==> config.mk <==
export PLATFORM = sky130hd
export DESIGN_NAME = traffic_light_controller
export DESIGN_NICKNAME = d
export VERILOG_FILES = /design/src/design/tlc_pkg.sv /design/src/design/tlc_step.sv /design/src/design/traffic_light_controller.sv
export SDC_FILE = /design/constraint.sdc
export NUM_CORES = 1
export LEC_CHECK = 0
export BUFFER_PORTS_ARGS = -buffer_cell sky130_fd_sc_hd__buf_2
export CAP_MARGIN = 20
export CORE_UTILIZATION = 58
export CTS_BUF_LIST = sky130_fd_sc_hd__clkbuf_4 sky130_fd_sc_hd__clkbuf_8
export DETAILED_ROUTE_END_ITERATION = 12
export GPL_ROUTABILITY_DRIVEN = 0
export MAX_ROUTING_LAYER = met4
export PLACE_DENSITY = 0.79
export SLEW_MARGIN = 20
export SYNTH_ARGS = -nofsm -noshare
export SYNTH_HDL_FRONTEND = slang
export SYNTH_SLANG_ARGS = --single-unit
export TNS_END_PERCENT = 10
==> constraint.sdc <==
create_clock -name clk -period 3.7 [get_ports clk]
set_input_delay 0.185 -clock clk [delete_from_list [all_inputs] [get_ports clk]]
set_output_delay 0.185 -clock clk [all_outputs]
set_load 0.1 [all_outputs]
==> src/design/tlc_pkg.sv <==
// tlc_pkg: shared types and constants of the traffic light controller
// light mode codes, lamp masks, register indexes and default durations
// no dependencies
`default_nettype none

package tlc_pkg;

  localparam int unsigned TLC_COUNT_WIDTH = 16;
  localparam int unsigned REG_WIDTH       = 16;
  localparam int unsigned CFG_IDX_WIDTH   = 3;

  typedef enum logic [3:0] {
    MODE_RED        = 4'd0,
    MODE_GREEN      = 4'd1,
    MODE_YELLOW     = 4'd2,
    MODE_WALK       = 4'd3,
    MODE_WALK_FLASH = 4'd4,
    MODE_RED_FLASH  = 4'd5,
    MODE_NW_RED     = 4'd6,
    MODE_NW_GREEN   = 4'd7,
    MODE_NW_YELLOW  = 4'd8
  } mode_t;

  localparam logic [3:0] LAMP_NONE   = 4'b0000;
  localparam logic [3:0] LAMP_RED    = 4'b0001;
  localparam logic [3:0] LAMP_GREEN  = 4'b0010;
  localparam logic [3:0] LAMP_WALK   = 4'b0100;
  localparam logic [3:0] LAMP_YELLOW = 4'b1000;

  localparam logic [CFG_IDX_WIDTH-1:0] CFG_RED_TICKS        = 3'd0;
  localparam logic [CFG_IDX_WIDTH-1:0] CFG_YELLOW_TICKS     = 3'd1;
  localparam logic [CFG_IDX_WIDTH-1:0] CFG_WALK_TICKS       = 3'd2;
  localparam logic [CFG_IDX_WIDTH-1:0] CFG_WALK_FLASH_TICKS = 3'd3;
  localparam logic [CFG_IDX_WIDTH-1:0] CFG_FLASH_HALF       = 3'd4;
  localparam logic [CFG_IDX_WIDTH-1:0] CFG_NO_WALK_TICKS    = 3'd5;

  localparam logic [REG_WIDTH-1:0] RST_RED_TICKS        = 16'd2000;
  localparam logic [REG_WIDTH-1:0] RST_YELLOW_TICKS     = 16'd2000;
  localparam logic [REG_WIDTH-1:0] RST_WALK_TICKS       = 16'd5000;
  localparam logic [REG_WIDTH-1:0] RST_WALK_FLASH_TICKS = 16'd15000;
  localparam logic [REG_WIDTH-1:0] RST_FLASH_HALF       = 16'd500;
  localparam logic [REG_WIDTH-1:0] RST_NO_WALK_TICKS    = 16'd1000;

  typedef struct packed {
    logic [REG_WIDTH-1:0] red_ticks;
    logic [REG_WIDTH-1:0] yellow_ticks;
    logic [REG_WIDTH-1:0] walk_ticks;
    logic [REG_WIDTH-1:0] walk_flash_ticks;
    logic [REG_WIDTH-1:0] flash_half_period;
    logic [REG_WIDTH-1:0] no_walk_phase_ticks;
  } cfg_t;

  typedef struct packed {
    logic button_advance;
    logic button_flash;
    logic button_no_walk;
    logic button_normal;
  } buttons_t;

endpackage

`default_nettype wire

==> src/design/tlc_step.sv <==
// tlc_step: next-state logic for one tick of the traffic light controller
// mode sequencing, saturating phase and flash counters, switch overrides
// depends on tlc_pkg
`default_nettype none

module tlc_step import tlc_pkg::*; #(
  parameter int unsigned COUNT_WIDTH = TLC_COUNT_WIDTH
) (
  input  cfg_t                   cfg_i,
  input  buttons_t               btn_i,
  input  mode_t                  mode_i,
  input  logic [COUNT_WIDTH-1:0] tick_i,
  input  logic [COUNT_WIDTH-1:0] flash_i,
  input  logic [3:0]             lamps_i,
  input  logic                   release_wait_i,
  output mode_t                  mode_o,
  output logic [COUNT_WIDTH-1:0] tick_o,
  output logic [COUNT_WIDTH-1:0] flash_o,
  output logic [3:0]             lamps_o,
  output logic                   release_wait_o
);

  localparam int unsigned CMP_WIDTH = (COUNT_WIDTH > REG_WIDTH) ? COUNT_WIDTH : REG_WIDTH;

  function automatic logic [COUNT_WIDTH-1:0] sat_inc(input logic [COUNT_WIDTH-1:0] x);
    return (x == {COUNT_WIDTH{1'b1}}) ? x : x + 1'b1;
  endfunction

  function automatic logic reached(input logic [COUNT_WIDTH-1:0] cnt,
                                   input logic [REG_WIDTH-1:0]   lim);
    logic [CMP_WIDTH-1:0] cnt_x;
    logic [CMP_WIDTH-1:0] lim_x;
    cnt_x = CMP_WIDTH'(cnt);
    lim_x = CMP_WIDTH'(lim);
    return (cnt_x >= lim_x) || (cnt == {COUNT_WIDTH{1'b1}});
  endfunction

  logic [COUNT_WIDTH-1:0] tick_inc;
  logic [COUNT_WIDTH-1:0] flash_inc;
  logic                   flash_hit;
  logic                   skip_ovr;

  assign tick_inc  = sat_inc(tick_i);
  assign flash_inc = sat_inc(flash_i);
  assign flash_hit = reached(flash_inc, cfg_i.flash_half_period);

  always_comb begin
    mode_o         = mode_i;
    tick_o         = tick_i;
    flash_o        = flash_i;
    lamps_o        = lamps_i;
    release_wait_o = release_wait_i;
    skip_ovr       = 1'b0;

    if (release_wait_i) begin
      if (btn_i.button_advance) begin
        skip_ovr = 1'b1;
      end else begin
        release_wait_o = 1'b0;
        mode_o         = MODE_GREEN;
        tick_o         = '0;
      end
    end else begin
      unique case (mode_i)
        MODE_RED: begin
          lamps_o = LAMP_RED;
          tick_o  = tick_inc;
          if (reached(tick_inc, cfg_i.red_ticks)) begin
            mode_o = MODE_WALK;
            tick_o = '0;
          end
        end
        MODE_GREEN: begin
          lamps_o = LAMP_GREEN;
          tick_o  = tick_inc;
          if (btn_i.button_advance) begin
            mode_o = MODE_YELLOW;
            tick_o = '0;
          end
        end
        MODE_YELLOW: begin
          lamps_o = LAMP_YELLOW;
          tick_o  = tick_inc;
          if (reached(tick_inc, cfg_i.yellow_ticks)) begin
            mode_o = MODE_RED;
            tick_o = '0;
          end
        end
        MODE_WALK: begin
          lamps_o = LAMP_RED | LAMP_WALK;
          tick_o  = tick_inc;
          if (reached(tick_inc, cfg_i.walk_ticks)) begin
            mode_o = MODE_WALK_FLASH;
            tick_o = '0;
          end
        end
        MODE_WALK_FLASH: begin
          tick_o  = tick_inc;
          flash_o = flash_hit ? '0 : flash_inc;
          lamps_o = lamps_i ^ (flash_hit ? LAMP_WALK : LAMP_NONE);
          if (reached(tick_inc, cfg_i.walk_flash_ticks)) begin
            mode_o = MODE_GREEN;
            tick_o = '0;
          end
        end
        MODE_RED_FLASH: begin
          tick_o  = tick_inc;
          flash_o = flash_hit ? '0 : flash_inc;
          lamps_o = (lamps_i & LAMP_RED) ^ (flash_hit ? LAMP_RED : LAMP_NONE);
          if (btn_i.button_advance) begin
            release_wait_o = 1'b1;
            skip_ovr       = 1'b1;
          end
        end
        MODE_NW_RED: begin
          lamps_o = LAMP_RED;
          tick_o  = tick_inc;
          if (reached(tick_inc, cfg_i.no_walk_phase_ticks)) begin
            mode_o = MODE_NW_GREEN;
            tick_o = '0;
          end
        end
        MODE_NW_GREEN: begin
          lamps_o = LAMP_GREEN;
          tick_o  = tick_inc;
          if (reached(tick_inc, cfg_i.no_walk_phase_ticks)) begin
            mode_o = MODE_NW_YELLOW;
            tick_o = '0;
          end
        end
        MODE_NW_YELLOW: begin
          lamps_o = LAMP_YELLOW;
          tick_o  = tick_inc;
          if (reached(tick_inc, cfg_i.no_walk_phase_ticks)) begin
            mode_o = MODE_NW_RED;
            tick_o = '0;
          end
        end
        default: begin
        end
      endcase
    end

    // overrides in rising priority
    if (!skip_ovr) begin
      if (btn_i.button_flash) begin
        mode_o = MODE_RED_FLASH;
        tick_o = '0;
      end
      if (btn_i.button_no_walk) begin
        mode_o = MODE_NW_GREEN;
        tick_o = '0;
      end
      if (btn_i.button_normal) begin
        mode_o = MODE_GREEN;
        tick_o = '0;
      end
    end
  end

endmodule

`default_nettype wire

==> src/design/traffic_light_controller.sv <==
// traffic_light_controller: top level, register file, state and result stage
// one tick word in, one lamp/mode word out; depends on tlc_pkg and tlc_step
//
//   channel  | ports                            | word
//   ---------+----------------------------------+----------------------------------
//   in       | in_tvalid in_tready in_tdata[7:0] | switch levels, one tick
//   out      | out_tvalid out_tready out_tdata   | lamps and mode after the tick
//   cfg      | cfg_we cfg_idx cfg_wdata          | duration register write
//
// one tick word per cycle while the output is not stalled; the result appears the cycle after acceptance
// throughput is set by the single state update loop, one word per clock unless out_tready stalls
// rst_n (synchronous) clears the state to green with lamps off, durations to defaults
// while a result waits on out_tready low, in_tready is low and the state holds
`default_nettype none

module traffic_light_controller import tlc_pkg::*; #(
  parameter int unsigned COUNT_WIDTH = TLC_COUNT_WIDTH
) (
  input  wire logic                     clk,
  input  wire logic                     rst_n,
  input  wire logic                     in_tvalid,
  output logic                          in_tready,
  // [0] button_advance [1] button_flash [2] button_no_walk [3] button_normal, [7:4] zero
  input  wire logic [7:0]               in_tdata,
  output logic                          out_tvalid,
  input  wire logic                     out_tready,
  // [0] red_on [1] green_on [2] walk_on [3] yellow_on [7:4] mode_code
  output logic [7:0]                    out_tdata,
  input  wire logic                     cfg_we,
  input  wire logic [CFG_IDX_WIDTH-1:0] cfg_idx,
  input  wire logic [REG_WIDTH-1:0]     cfg_wdata
);

  cfg_t                   cfg_r;
  mode_t                  mode_r,  mode_nxt;
  logic [COUNT_WIDTH-1:0] tick_r,  tick_nxt;
  logic [COUNT_WIDTH-1:0] flash_r, flash_nxt;
  logic [3:0]             lamps_r, lamps_nxt;
  logic                   rwait_r, rwait_nxt;
  logic                   out_valid_r;
  buttons_t               btn;
  logic                   in_fire;

  assign btn.button_advance = in_tdata[0];
  assign btn.button_flash   = in_tdata[1];
  assign btn.button_no_walk = in_tdata[2];
  assign btn.button_normal  = in_tdata[3];

  assign in_tready  = !out_valid_r || out_tready;
  assign in_fire    = in_tvalid && in_tready;
  assign out_tvalid = out_valid_r;
  assign out_tdata  = {mode_r, lamps_r};

  tlc_step #(
    .COUNT_WIDTH (COUNT_WIDTH)
  ) u_step (
    .cfg_i          (cfg_r),
    .btn_i          (btn),
    .mode_i         (mode_r),
    .tick_i         (tick_r),
    .flash_i        (flash_r),
    .lamps_i        (lamps_r),
    .release_wait_i (rwait_r),
    .mode_o         (mode_nxt),
    .tick_o         (tick_nxt),
    .flash_o        (flash_nxt),
    .lamps_o        (lamps_nxt),
    .release_wait_o (rwait_nxt)
  );

  always_ff @(posedge clk) begin
    if (!rst_n) begin
      cfg_r.red_ticks           <= RST_RED_TICKS;
      cfg_r.yellow_ticks        <= RST_YELLOW_TICKS;
      cfg_r.walk_ticks          <= RST_WALK_TICKS;
      cfg_r.walk_flash_ticks    <= RST_WALK_FLASH_TICKS;
      cfg_r.flash_half_period   <= RST_FLASH_HALF;
      cfg_r.no_walk_phase_ticks <= RST_NO_WALK_TICKS;
    end else if (cfg_we) begin
      unique case (cfg_idx)
        CFG_RED_TICKS:        cfg_r.red_ticks           <= cfg_wdata;
        CFG_YELLOW_TICKS:     cfg_r.yellow_ticks        <= cfg_wdata;
        CFG_WALK_TICKS:       cfg_r.walk_ticks          <= cfg_wdata;
        CFG_WALK_FLASH_TICKS: cfg_r.walk_flash_ticks    <= cfg_wdata;
        CFG_FLASH_HALF:       cfg_r.flash_half_period   <= cfg_wdata;
        CFG_NO_WALK_TICKS:    cfg_r.no_walk_phase_ticks <= cfg_wdata;
        default: begin
        end
      endcase
    end
  end

  always_ff @(posedge clk) begin
    if (!rst_n) begin
      mode_r      <= MODE_GREEN;
      tick_r      <= '0;
      flash_r     <= '0;
      lamps_r     <= LAMP_NONE;
      rwait_r     <= 1'b0;
      out_valid_r <= 1'b0;
    end else begin
      if (in_fire) begin
        mode_r  <= mode_nxt;
        tick_r  <= tick_nxt;
        flash_r <= flash_nxt;
        lamps_r <= lamps_nxt;
        rwait_r <= rwait_nxt;
      end
      if (in_fire) begin
        out_valid_r <= 1'b1;
      end else if (out_tready) begin
        out_valid_r <= 1'b0;
      end
    end
  end

endmodule

`default_nettype wire

==> Yosys cells after proc, flatten, opt, wreduce, memory -nomap -nowiden <==
Index checks and enable logic that the tools add are counted.
Widths: inputs -> output; s select.
{ "classes": {"muxes": 39, "order_cmp": 6, "div_mod_pow": 0, "multipliers": 0, "n_eq_ne": 17, "n_shift": 0, "bitwise_logic": 3, "reduce_logical": 26, "addsub": 2} }
{ "op_table": {"columns": ["op", "count"], "rows": [
  ["$mux 16", 15],
  ["$pmux 16 s7", 1],
  ["$ge 16x16->1", 6],
  ["$eq 16x16->1 const B", 4],
  ["$mux 4", 14],
  ["$add 16x1->16 const B", 2],
  ["$pmux 4 s8", 1],
  ["$pmux 4 s6", 1],
  ["$eq 4x3->1 const B", 4],
  ["$reduce_and 2->1", 6],
  ["$eq 4x2->1 const B", 2],
  ["$reduce_or 2->1", 4],
  ["$logic_or 1x1->1", 7],
  ["$eq 3x2->1 const B", 2],
  ["$eq 3x3->1 const B", 2],
  ["$mux 1", 6],
  ["$reduce_and 3->1", 2],
  ["$reduce_bool 6->1", 1],
  ["$eq 4x1->1 const B", 1],
  ["$eq 4x4->1 const B", 1],
  ["$logic_not 4->1", 1],
  ["$xor 1x4->4", 1],
  ["$xor 4x4->4", 1],
  ["$eq 3x1->1 const B", 1],
  ["other kinds (7)", 7]
]} }
{ "totals": {"wordCells": 105, "memories": 0, "ramBits": 0, "latch_bits": 0, "ff_bits": 138, "romBits": 0} }

==> Longest topological paths before layout <==
Gate-level depths: netlist of run 1.
{ "depth": {"word_depth": 11, "depth_mapped": 19, "depth_no_buf": 16} }

==> Cells and area by module <==
A second synthesis of run 1 with hierarchy kept.
{ "unflattened": {"cells_unflattened": 1218, "hier_area_um2": 9512.9} }
{ "by_module_without_submodules": {"columns": ["module", "area_per_inst_um2", "instances", "cells_per_inst"], "rows": [
  ["traffic_light_controller", 4948.5, 1, 521],
  ["tlc_step", 4564.4, 1, 697]
]} }

==> Least setup slack after synthesis of run 1 <==
No wires, ideal clock.
{ "synth_path": {"path_kind": "register to register", "startpoint": "register tick_r[1]", "endpoint": "register tick_r[6]", "setup_ns": 0.060, "path_slack_ns": -0.405, "synth_period_minus_slack_ns": 4.105, "path_stages_with_launch": 16, "n_path_buf": 1, "t_arrival_ns": 4.045, "path_cell_list": "dfxtp_1 -> ha_1 -> nand4_2 -> or4_1 -> buf_2 -> xnor2_1 -> ha_1 -> nand2b_1 -> a21o_1 -> a211o_1 -> a2111oi_0 -> o21ai_0 -> o2111ai_1 -> o211ai_2 -> nor2_2 -> a221o_1"} }
{ "synth_via": {"elab_chain_len": 11, "elab_cells_between_ends": 26, "classes_between": "add/sub (1); order compare (5); eq/ne (2); mux (13); reduce/logical (5)"} }
{ "synth_lines": {"columns": ["element", "line_no", "rtl"], "rows": [
  ["start: declaration", "traffic_light_controller.sv:36", "logic [COUNT_WIDTH-1:0] tick_r, tick_nxt;"],
  ["start signal: assignment", "traffic_light_controller.sv:104", "tick_r <= tick_nxt;"],
  ["$add 16x1->16 / $eq 16x16->1 (equally long branches)", "tlc_step.sv:26", "return (x == {COUNT_WIDTH{1'b1}}) ? x : x + 1'b1;"],
  ["$mux 16 *", "tlc_step.sv:26", null],
  ["$ge 16x16->1 / $eq 16x16->1 (equally long branches)", "tlc_step.sv:35", "return (cnt_x >= lim_x) || (cnt == {COUNT_WIDTH{1'b1}});"],
  ["$logic_or 1x1->1", "tlc_step.sv:35", null],
  ["$mux 16, on equally long branches", null, null],
  ["$pmux 16 s7 *", "tlc_step.sv:64", "unique case (mode_i)"],
  ["$mux 16 *", "tlc_step.sv:55", "if (release_wait_i) begin"],
  ["$mux 16", "tlc_step.sv:146", "if (btn_i.button_flash) begin"],
  ["$mux 16", "tlc_step.sv:150", "if (btn_i.button_no_walk) begin"],
  ["$mux 16", "tlc_step.sv:154", "if (btn_i.button_normal) begin"],
  ["$mux 16 *", "tlc_step.sv:145", "if (!skip_ovr) begin"]
]} }
Mark *: on every way between the ends. The rest lies on a longest branch, timed or not.
A chain may end at the register's enable or synchronous reset.

==> Final worst setup path of run 1 <==
{ "layout_path": {"startpoint": "register tick_r[0]", "endpoint": "register tick_r[11]"} }
The elaborated chain is that of the path after synthesis.

==> results of run 1 <==
metrics by stage:
step	instances	util (%)	area, µm²	hold slack [ns]
after floorplan	1190	-	9110	0.314
after detailed placement	1460	66.4	10100	0.446
after global placement	1460	66.4	10100	0.442
after global routing	1499	71.9	10900	0.0124
after CTS	1496	70.2	10700	0.00226
final	1499	71.9	10900	0.0137
worst max-delay path, stage by stage (launching register included):
cell and delay [ns]:
dfxtp_4 0.37, ha_4 0.14, nand4_4 0.07, or4_4 0.61
buf_6 0.17, nand2_4 0.08, nor2_4 0.05, xor2_4 0.18
ha_4 0.29, nand2_2 0.06, o21ai_1 0.16, nand2b_1 0.08
a211o_1 0.34, a31oi_4 0.17, o2111ai_2 0.16, buf_4 0.18
o21ai_4 0.21, buf_6 0.14, nor2_1 0.04, a221o_1 0.25
path summary, 6_finish.rpt:
kind                      to  slack [ns]  depth (start not counted)
hold / removal     cfg_r[16]        0.01                          3
hold reg to reg    cfg_r[19]        0.46                          2
setup / recovery  tick_r[11]       -0.16                         19
setup reg to reg  tick_r[11]       -0.16                         19
cell usage after synthesis, types with 9 or more instances:
library cell,number
o211ai_1,42
xnor2_1,12
a21boi_0,12
nand2b_1,13
clkbuf_1,47
nand3_1,37
nor3_1,23
and3_1,11
and2_1,9
nand4_1,17
nor2_1,63
nand2_1,225
a21oi_1,97
o21ai_0,50
a21o_1,26
inv_1,108
ha_1,98
a31oi_1,9
dfxtp_1,138
o21a_1,10
logic make-up (layout without fill, tap and decap cells):
kind of cell | count (synthesis) | in the layout
simple gates | 449 | 450
fa+ha+maj | 98 | 98
mux | 8 | 8
xor+xnor | 15 | 15
compound gates | 312 | 312
flops | 138 | 138
buf+inv | 170 | 290
power groups by stage:
| stage | combinational, mW | clock [mW] | sequential, mW |
|---|---|---|---|
| floorplan | 0.220 | 0 | 1.61 |
| global placement | 0.389 | 0 | 1.57 |
| detailed placement | 0.395 | 0 | 1.57 |
| CTS | 0.413 | 1.27 | 1.54 |
| global route | 0.463 | 1.34 | 1.54 |
| finish | 0.432 | 1.26 | 1.54 |
cell usage in the layout (no fill, tap or decap), types with 5 or more instances in the layout:
master / count
a21boi_0: 11
a21o_1: 26
a21oi_1: 95
a22o_1: 8
a22oi_1: 6
a31oi_1: 8
and2_1: 9
and3_1: 11
and4_1: 7
buf_2: 37
buf_4: 99
buf_6: 10
clkbuf_8: 17
dfxtp_1: 133
ha_1: 93
ha_4: 5
inv_1: 108
nand2_1: 219
nand2b_1: 13
nand3_1: 37
nand4_1: 17
nor2_1: 59
nor2b_1: 7
nor3_1: 19
o2111ai_1: 7
o211ai_1: 42
o21a_1: 10
o21ai_0: 40
o21ai_1: 11
xnor2_1: 9
state kept, by name (all words and copies together), names as in the netlist:
name        cells
lamps_r         4
tick_r         16
flash_r        16
mode_r          4
cfg_r          96
rwait_r         1
out_tvalid      1
area by class of cell:
class,count,share of cell area [%]
Multi-Input combinational cell,883,55.1
Sequential cell,138,25.4
Timing Repair Buffer,149,9.99
Inverter,109,3.75
Clock buffer,20,2.35
Tap cell,188,2.15
Clock inverter,12,1.27
timing repair:
item,in CTS,in global routing
endpoints found under the hold margin,1,0
resized for setup,36,49
pin swaps,18,30
cloned,1,0
setup buffers,3,4
setup endpoints to repair,18,37
hold buffers,1,0
per-layer routing:
layer	track usage [%]	wire [µm]
met5	-	0
met4	15.3	1160
met3	6.92	2130
met2	56.6	13100
met1	41.5	11100
==> flow_summary.json, run 1 <==
{
  "run_status": "complete, but fails checks",
  "violations": "setup timing",
  "synth_compound_area_share_pct": 22.7,
  "p_int_mw": 2.29,
  "drive_above_1_share_pct": 19.4,
  "grt_use_total_pct": 34.7,
  "core_um2": 15200,
  "fp.dieW_um": 127,
  "period_minus_slack_ns": 3.86,
  "rsz0062_at_grt": "true",
  "finalMaxSlewViolations": 0,
  "cts_tree": "yes",
  "clock_sinks": 138,
  "initial_core_util_pct": 59.3,
  "pre_cts_ws_ns": -0.310,
  "clkPwrFrac_pct": 39.1,
  "criticalPathCategory": "reg2reg",
  "multi_input_area_um2": 6020,
  "routed_via_density": 6.18,
  "p_leak_nw": 4.74,
  "clock.fmax_ghz": 0.259,
  "grt_pass1_wl_um": 42700,
  "cts_root_buf": "clkbuf_8",
  "ctsHtreeMaxLevel": 4,
  "drc_errors": 0,
  "drtPass1Iterations": 6,
  "p_comb_share_pct": 13.4,
  "setup_violations": 15,
  "ir_worst_vdd_v": 0.000326,
  "seqCellArea_um2": 2770,
  "worst_pin_slew_ns": 0.895,
  "final.setup.tns_ns": -1.60,
  "hold_viol": 0,
  "grt_antenna_before_repair": 0,
  "p_per_area_nw_per_um2": 296,
  "ys_warn_count": 0,
  "synthAdderAreaFrac_pct": 13.6,
  "syn_area_um2": 9020,
  "synthArstFlopShare_pct": 0,
  "p_sw_mw": 0.939,
  "die_area_um2": 16100,
  "end_kind": "flop",
  "vias": 9260,
  "synth-seq-cells": 138,
  "clock_path_buffers": 2,
  "routedWlPerCell_um": 18.3,
  "placementRows": 45,
  "synthSimpleGateAreaFrac_pct": 23.2,
  "ys_types": 73,
  "synth_top_family_by_area": "simple AND/OR/NAND/NOR gates",
  "io_buffer_count": 37,
  "cts_made_buffers": 17,
  "io_pins": 42,
  "fin_crit_sh_pct": 104,
  "final.setup.worst_slack_ns": -0.165,
  "antenna_cells": 0,
  "initialDrtViolationCount": 946,
  "dp_hpwl_um": 19100,
  "arrival_ns": 4.21,
  "fin_nets": 1428,
  "cp-startpoint": "tick_r[0]",
  "p_seq_share_pct": 47.5,
  "critPathRequiredTime_ns": 4.05,
  "clk_latency_ns": 0.47,
  "synth_ff_type": "dfxtp_1",
  "avgSynthCellArea_um2": 7.58,
  "die_y_um": 127,
  "drv_cap": 0,
  "skew_ns": 0.0148,
  "grt_max_degree": 73,
  "path_max_fanout": 5,
  "clk_pin_slew_ns": 0.09,
  "overflow": 0,
  "min-delay-start": "cfg_wdata[0]",
  "synth_area_leader_cell": "dfxtp_1",
  "synth-xor-area-share_pct": 1.46,
  "yosys-top-cells-area": "dfxtp_1 31%, ha_1 14%, nand2_1 9.4%, a21oi_1 5.4%, inv_1 4.5%",
  "synth-seq-area-share_pct": 30.6,
  "synth-edff-count": 0,
  "syn_inst": 1190,
  "syn2layout_area_growth_pct": 21.1,
  "yosys.area.top_type_share_pct": 30.6,
  "drtAntennaViolNets": 0,
  "nFillCells": 1153,
  "max_slew_margin_pct": 40.2,
  "first_global_vias": 8579,
  "swShare_pct": 29.1,
  "synth.area.mux_share_pct": 0.957,
  "wl_um": 27500,
  "syn_nets": 1320,
  "finalPower_mw": 3.23,
  "reg2reg_from": "tick_r[0]",
  "startpoint_type": "flop",
  "min-delay-path-class": "in2reg"
}
Power figures use the tool's default switching activity.
==> inputs of run 2 (changes only) <==
BUFFER_PORTS_ARGS = unset   (was -buffer_cell sky130_fd_sc_hd__buf_2)
CORE_UTILIZATION = 60   (was 58)
DONT_BUFFER_PORTS = 1   (was unset)
==> flow_summary.json, run 2 (synthesis results as in run 1) <==
{
  "ctsHtreeMaxLevel": 4,
  "grt_antenna_before_repair": 0,
  "finalMaxSlewViolations": 0,
  "overflow": 0,
  "p_leak_nw": 4.82,
  "multi_input_area_um2": 6030,
  "design_area_um2": 11100,
  "routedWlPerCell_um": 19.4,
  "die_y_um": 125,
  "clk_latency_ns": 0.48,
  "vias": 9444,
  "fp.dieW_um": 125,
  "final_cell_mix": "219 x nand2_1, 129 x dfxtp_1, 117 x buf_4",
  "placedInstanceArea_um2": 9960,
  "largest_register_ffs": 96,
  "fin_nets": 1428,
  "clk_pin_slew_ns": 0.08,
  "drtAntennaViolNets": 0,
  "fin_util_pct": 76.2,
  "grt.met2_usage_pct": 59.4,
  "critPathRequiredTime_ns": 4.06,
  "core_um2": 14600,
  "final.setup.tns_ns": -1.20,
  "top_register": "cfg_r",
  "run_status": "complete, but fails checks",
  "period_minus_slack_ns": 3.82,
  "antenna_cells": 0,
  "clock.fmax_ghz": 0.262,
  "cts_root_buf": "clkbuf_8",
  "use_met3_pct": 6.06,
  "fin_crit_sh_pct": 103,
  "initial_core_util_pct": 61.8,
  "top_regs": "cfg_r x96, flash_r x16, tick_r x16",
  "max_slew_margin_pct": 28.7,
  "drv_cap": 0,
  "cts_made_buffers": 17,
  "first_global_vias": 8914,
  "nFillCells": 953,
  "worst_pin_slew_ns": 1.07,
  "grt_pass1_wl_um": 45000,
  "cts_tree": "yes",
  "dp_hpwl_um": 19000,
  "met1_usage_pct": 45.8,
  "drtPass1Iterations": 8,
  "routed_via_density": 6.32,
  "io_pins": 42,
  "grt_max_degree": 73,
  "grt_busiest_layer": "met2",
  "rsz0062_at_grt": "true",
  "arrival_ns": 4.18,
  "skew_ns": 0.0134,
  "end_kind": "flop",
  "startpoint_type": "flop",
  "die_area_um2": 15500,
  "ir_worst_vdd_v": 0.000250,
  "wl_um": 29000,
  "pre_cts_ws_ns": -0.257,
  "p_per_area_nw_per_um2": 300,
  "seqCellArea_um2": 2780,
  "violations": "setup timing",
  "hold_viol": 0,
  "initialDrtViolationCount": 1020,
  "grt_use_total_pct": 37.3,
  "drc_errors": 0,
  "setup_violations": 15,
  "clock_sinks": 138,
  "final.setup.worst_slack_ns": -0.119,
  "clock_path_buffers": 2,
  "min-delay-path-class": "in2reg",
  "drive_above_1_share_pct": 19.0,
  "mostFrequentLayoutCell": "nand2_1",
  "placementRows": 44,
  "criticalPathCategory": "reg2reg",
  "path_max_fanout": 8,
  "syn2layout_area_growth_pct": 23.3,
  "io_buffer_count": 0,
  "finalPower_mw": 3.33
}
run 2: final cells by class:
| cell class | instances | area share (%) |
|---|---|---|
| well taps | 184 | 2.07 |
| multi-input cells | 883 | 54.2 |
| flip-flops and latches | 138 | 25.0 |
| repair buffers | 149 | 11.3 |
| inverters | 109 | 3.68 |
| clock inverters | 13 | 1.53 |
| clock buffers | 19 | 2.29 |
run 2: where the power goes:
group          switching (mW)  total, mW  internal, mW
logic                   0.271      0.428         0.157
registers              0.0340       1.55          1.52
clock network           0.654       1.35         0.697
run 2: final timing paths:
check | from | end | slack, ns | cells after the start
hold reg to reg | cfg_r[13] | cfg_r[13] | 0.46 | 2
setup / recovery | tick_r[1] | tick_r[11] | -0.12 | 18
hold / removal | rst_n | cfg_r[22] | 0.05 | 2
setup reg to reg | tick_r[1] | tick_r[11] | -0.12 | 18
run 2: per-layer routing:
layer	vias up	part of all wire (%)
met3	119	8.5
met5	-	0
met2	510	48
met1	4412	39
met4	0	4.2
li1	4403	-
run 2: critical path, stage by stage, from the launching register on:
cell       delay [ns]
dfxtp_4          0.36
ha_4             0.14
nand4_4          0.09
or4_4            0.52
buf_6            0.16
nand2_2          0.07
nand2_2          0.12
buf_6            0.16
ha_1             0.27
a211oi_1         0.07
buf_4            0.16
o31ai_4          0.26
a211oi_2         0.12
a31oi_4          0.22
o2111ai_4        0.17
o211ai_4         0.28
buf_12           0.17
nor2_4           0.06
a221o_1          0.29
run 2: metrics by stage:
step / cells / hold slack [ns]
after global placement: 1428 / 0.282
after floorplan: 1190 / 0.314
after CTS: 1488 / 0.0303
final: 1495 / 0.0474
after detailed placement: 1428 / 0.291
after global routing: 1495 / 0.0591
run 2: what timing repair did:
item,4_1_cts,5_1_grt
gates resized for setup,45,59
setup endpoints to repair,20,38
pin swaps,24,23
cloned,2,0
hold buffers,20,0
buffers inserted,7,8
endpoints found under the hold margin,106,0
==> inputs of run 3 (changes only) <==
CTS_CLUSTER_SIZE = 12   (was unset)
PLACE_DENSITY = 0.77   (was 0.79)
==> flow_summary.json, run 3 (synthesis results as in run 1) <==
{
  "worst_pin_slew_ns": 1.04,
  "crit_slowest_cell": "dfxtp_1",
  "p_leak_nw": 4.63,
  "run_status": "complete, but fails checks",
  "mostFrequentLayoutCell": "nand2_1",
  "fin_crit_sh_pct": 108,
  "cts_root_buf": "clkbuf_8",
  "hold_slack_ns": 0.0447,
  "top_regs": "cfg_r x96, flash_r x16, tick_r x16",
  "startpoint_type": "flop",
  "clk_latency_ns": 0.47,
  "die_y_um": 125,
  "critPathTopFamily": "compound AO/OA/AOI/OAI gates",
  "routed_via_density": 6.21,
  "largest_register_ffs": 96,
  "initial_core_util_pct": 61.8,
  "cts_made_buffers": 17,
  "max_stage_delay_ns": 0.39,
  "vias": 9155,
  "io_buffer_count": 0,
  "grt_pass1_wl_um": 42900,
  "drive_above_1_share_pct": 17.1,
  "stdcell_count": 1475,
  "skew_ns": 0.0103,
  "core_um2": 14600,
  "grt_use_total_pct": 35.5,
  "crit_top_cell": "buf_4",
  "fp.dieW_um": 125,
  "min-delay-start": "rst_n",
  "rsz0062_at_grt": "true",
  "multi_input_area_um2": 6030,
  "grt_max_degree": 73,
  "pre_cts_ws_ns": -0.364,
  "arrival_ns": 4.36,
  "drc_errors": 0,
  "min_to": "cfg_r[22]",
  "clk_pin_slew_ns": 0.08,
  "period_minus_slack_ns": 4.00,
  "ctsHtreeMaxLevel": 4,
  "hold-path-cell-count": 2,
  "dp_hpwl_um": 18900,
  "syn2layout_area_growth_pct": 20.6,
  "drv_cap": 0,
  "reg2reg_from": "tick_r[5]",
  "max_slew_margin_pct": 30.3,
  "setup_violations": 18,
  "seqCellArea_um2": 2770,
  "dpl.cell_count": 1413,
  "first_global_vias": 8586,
  "violations": "setup timing",
  "nFillCells": 1077,
  "critPathRequiredTime_ns": 4.06,
  "ff2ff_path_depth": 16,
  "ir_worst_vdd_v": 0.000270,
  "r2r-end": "tick_r[6]",
  "placedInstanceArea_um2": 9870,
  "routedWlPerCell_um": 18.7,
  "initialDrtViolationCount": 803,
  "drtPass1Iterations": 5,
  "path_max_fanout": 13,
  "cts_tree": "yes",
  "final.setup.worst_slack_ns": -0.299,
  "top_register": "cfg_r",
  "die_area_um2": 15500,
  "final_cell_mix": "221 x nand2_1, 135 x dfxtp_1, 107 x inv_1",
  "clock_path_buffers": 2,
  "p_per_area_nw_per_um2": 285,
  "design_area_um2": 10900,
  "drtAntennaViolNets": 0,
  "overflow": 0,
  "finalMaxSlewViolations": 0,
  "path_cells": "buf_4 -> and4_1 -> nand2_1 -> nor4_4 -> nand3_1 -> o21a_2 -> ha_1 -> nand4_1 -> buf_4 -> a211o_1 -> a31oi_4 -> o2111ai_4 -> o211ai_4 -> clkbuf_16 -> nor2_2 -> a221o_1",
  "io_pins": 42,
  "r2r_slack_ns": -0.30,
  "end_kind": "flop",
  "hold_viol": 0,
  "clock.fmax_ghz": 0.250,
  "wl_um": 27600,
  "criticalPathCategory": "reg2reg",
  "grt_antenna_before_repair": 3,
  "min-delay-path-class": "in2reg",
  "clock_sinks": 138,
  "crit_buf_inv": 3,
  "fin_nets": 1406,
  "placementRows": 44
}
run 3: changes by cell type in the layout (fill, tap and decap cells not counted), sizes merged:
cell,delta
clkinvlp,+1
diode,+3
inv,+2
clkbuf,-1
buf,-22
bufinv,-3
run 3: how the worst max path moves through the flow:
stage	from	to	cells after the start
6_report	tick_r[5]	tick_r[6]	16
5_1_grt	tick_r[1]	tick_r[6]	18
4_1_cts	tick_r[8]	tick_r[8]	18
3_5_place_dp	tick_r[8]	tick_r[8]	15
3_3_place_gp	tick_r[1]	tick_r[6]	16
2_1_floorplan	tick_r[0]	tick_r[6]	17
run 3: metal layers:
| metal | up-vias | part of all wire, % | wire [µm] | track usage [%] |
|---|---|---|---|---|
| met5 | - | 0 | 0 | - |
| met4 | 0 | 3.6 | 994 | 15.5 |
| met3 | 91 | 8.1 | 2230 | 7.00 |
| met2 | 405 | 47 | 13000 | 55.8 |
| met1 | 4305 | 41 | 11300 | 44.2 |
| li1 | 4354 | - | - | - |
run 3: cell type report:
| cell class | instances | area share (%) |
|---|---|---|
| Antenna cell | 3 | 0.0690 |
| Clock buffer | 18 | 2.28 |
| Clock inverter | 13 | 0.897 |
| Inverter | 109 | 3.76 |
| Multi-Input combinational cell | 883 | 55.4 |
| Sequential cell | 138 | 25.5 |
| Tap cell | 184 | 2.12 |
| Timing Repair Buffer | 127 | 10.0 |
run 3: power by group:
| part | total, mW | leakage, nW | switching [mW] | internal [mW] |
|---|---|---|---|---|
| Sequential | 1.56 | 1.12 | 0.0361 | 1.52 |
| Clock | 1.13 | 0.173 | 0.647 | 0.482 |
| Combinational | 0.421 | 3.34 | 0.265 | 0.155 |
run 3: metrics by stage:
step           utilization (%)  total power, mW  setup TNS [ns]
2_1_floorplan                -             1.83               0
3_3_place_gp              67.7             1.90           -2.46
3_5_place_dp              67.7             1.91           -4.52
4_1_cts                   72.0             3.06           -1.07
5_1_grt                   74.6             3.21           -5.58
6_report                  74.6             3.11           -3.37
run 3: what timing repair did:
item                                    in CTS  in global routing
setup buffers                                1                  6
endpoints found under the setup margin      18                 37
endpoints found under the hold margin      106                  0
gates cloned                                 0                  2
hold buffers                                20                  0
pin swaps                                    1                 36
resized for setup                           13                 72
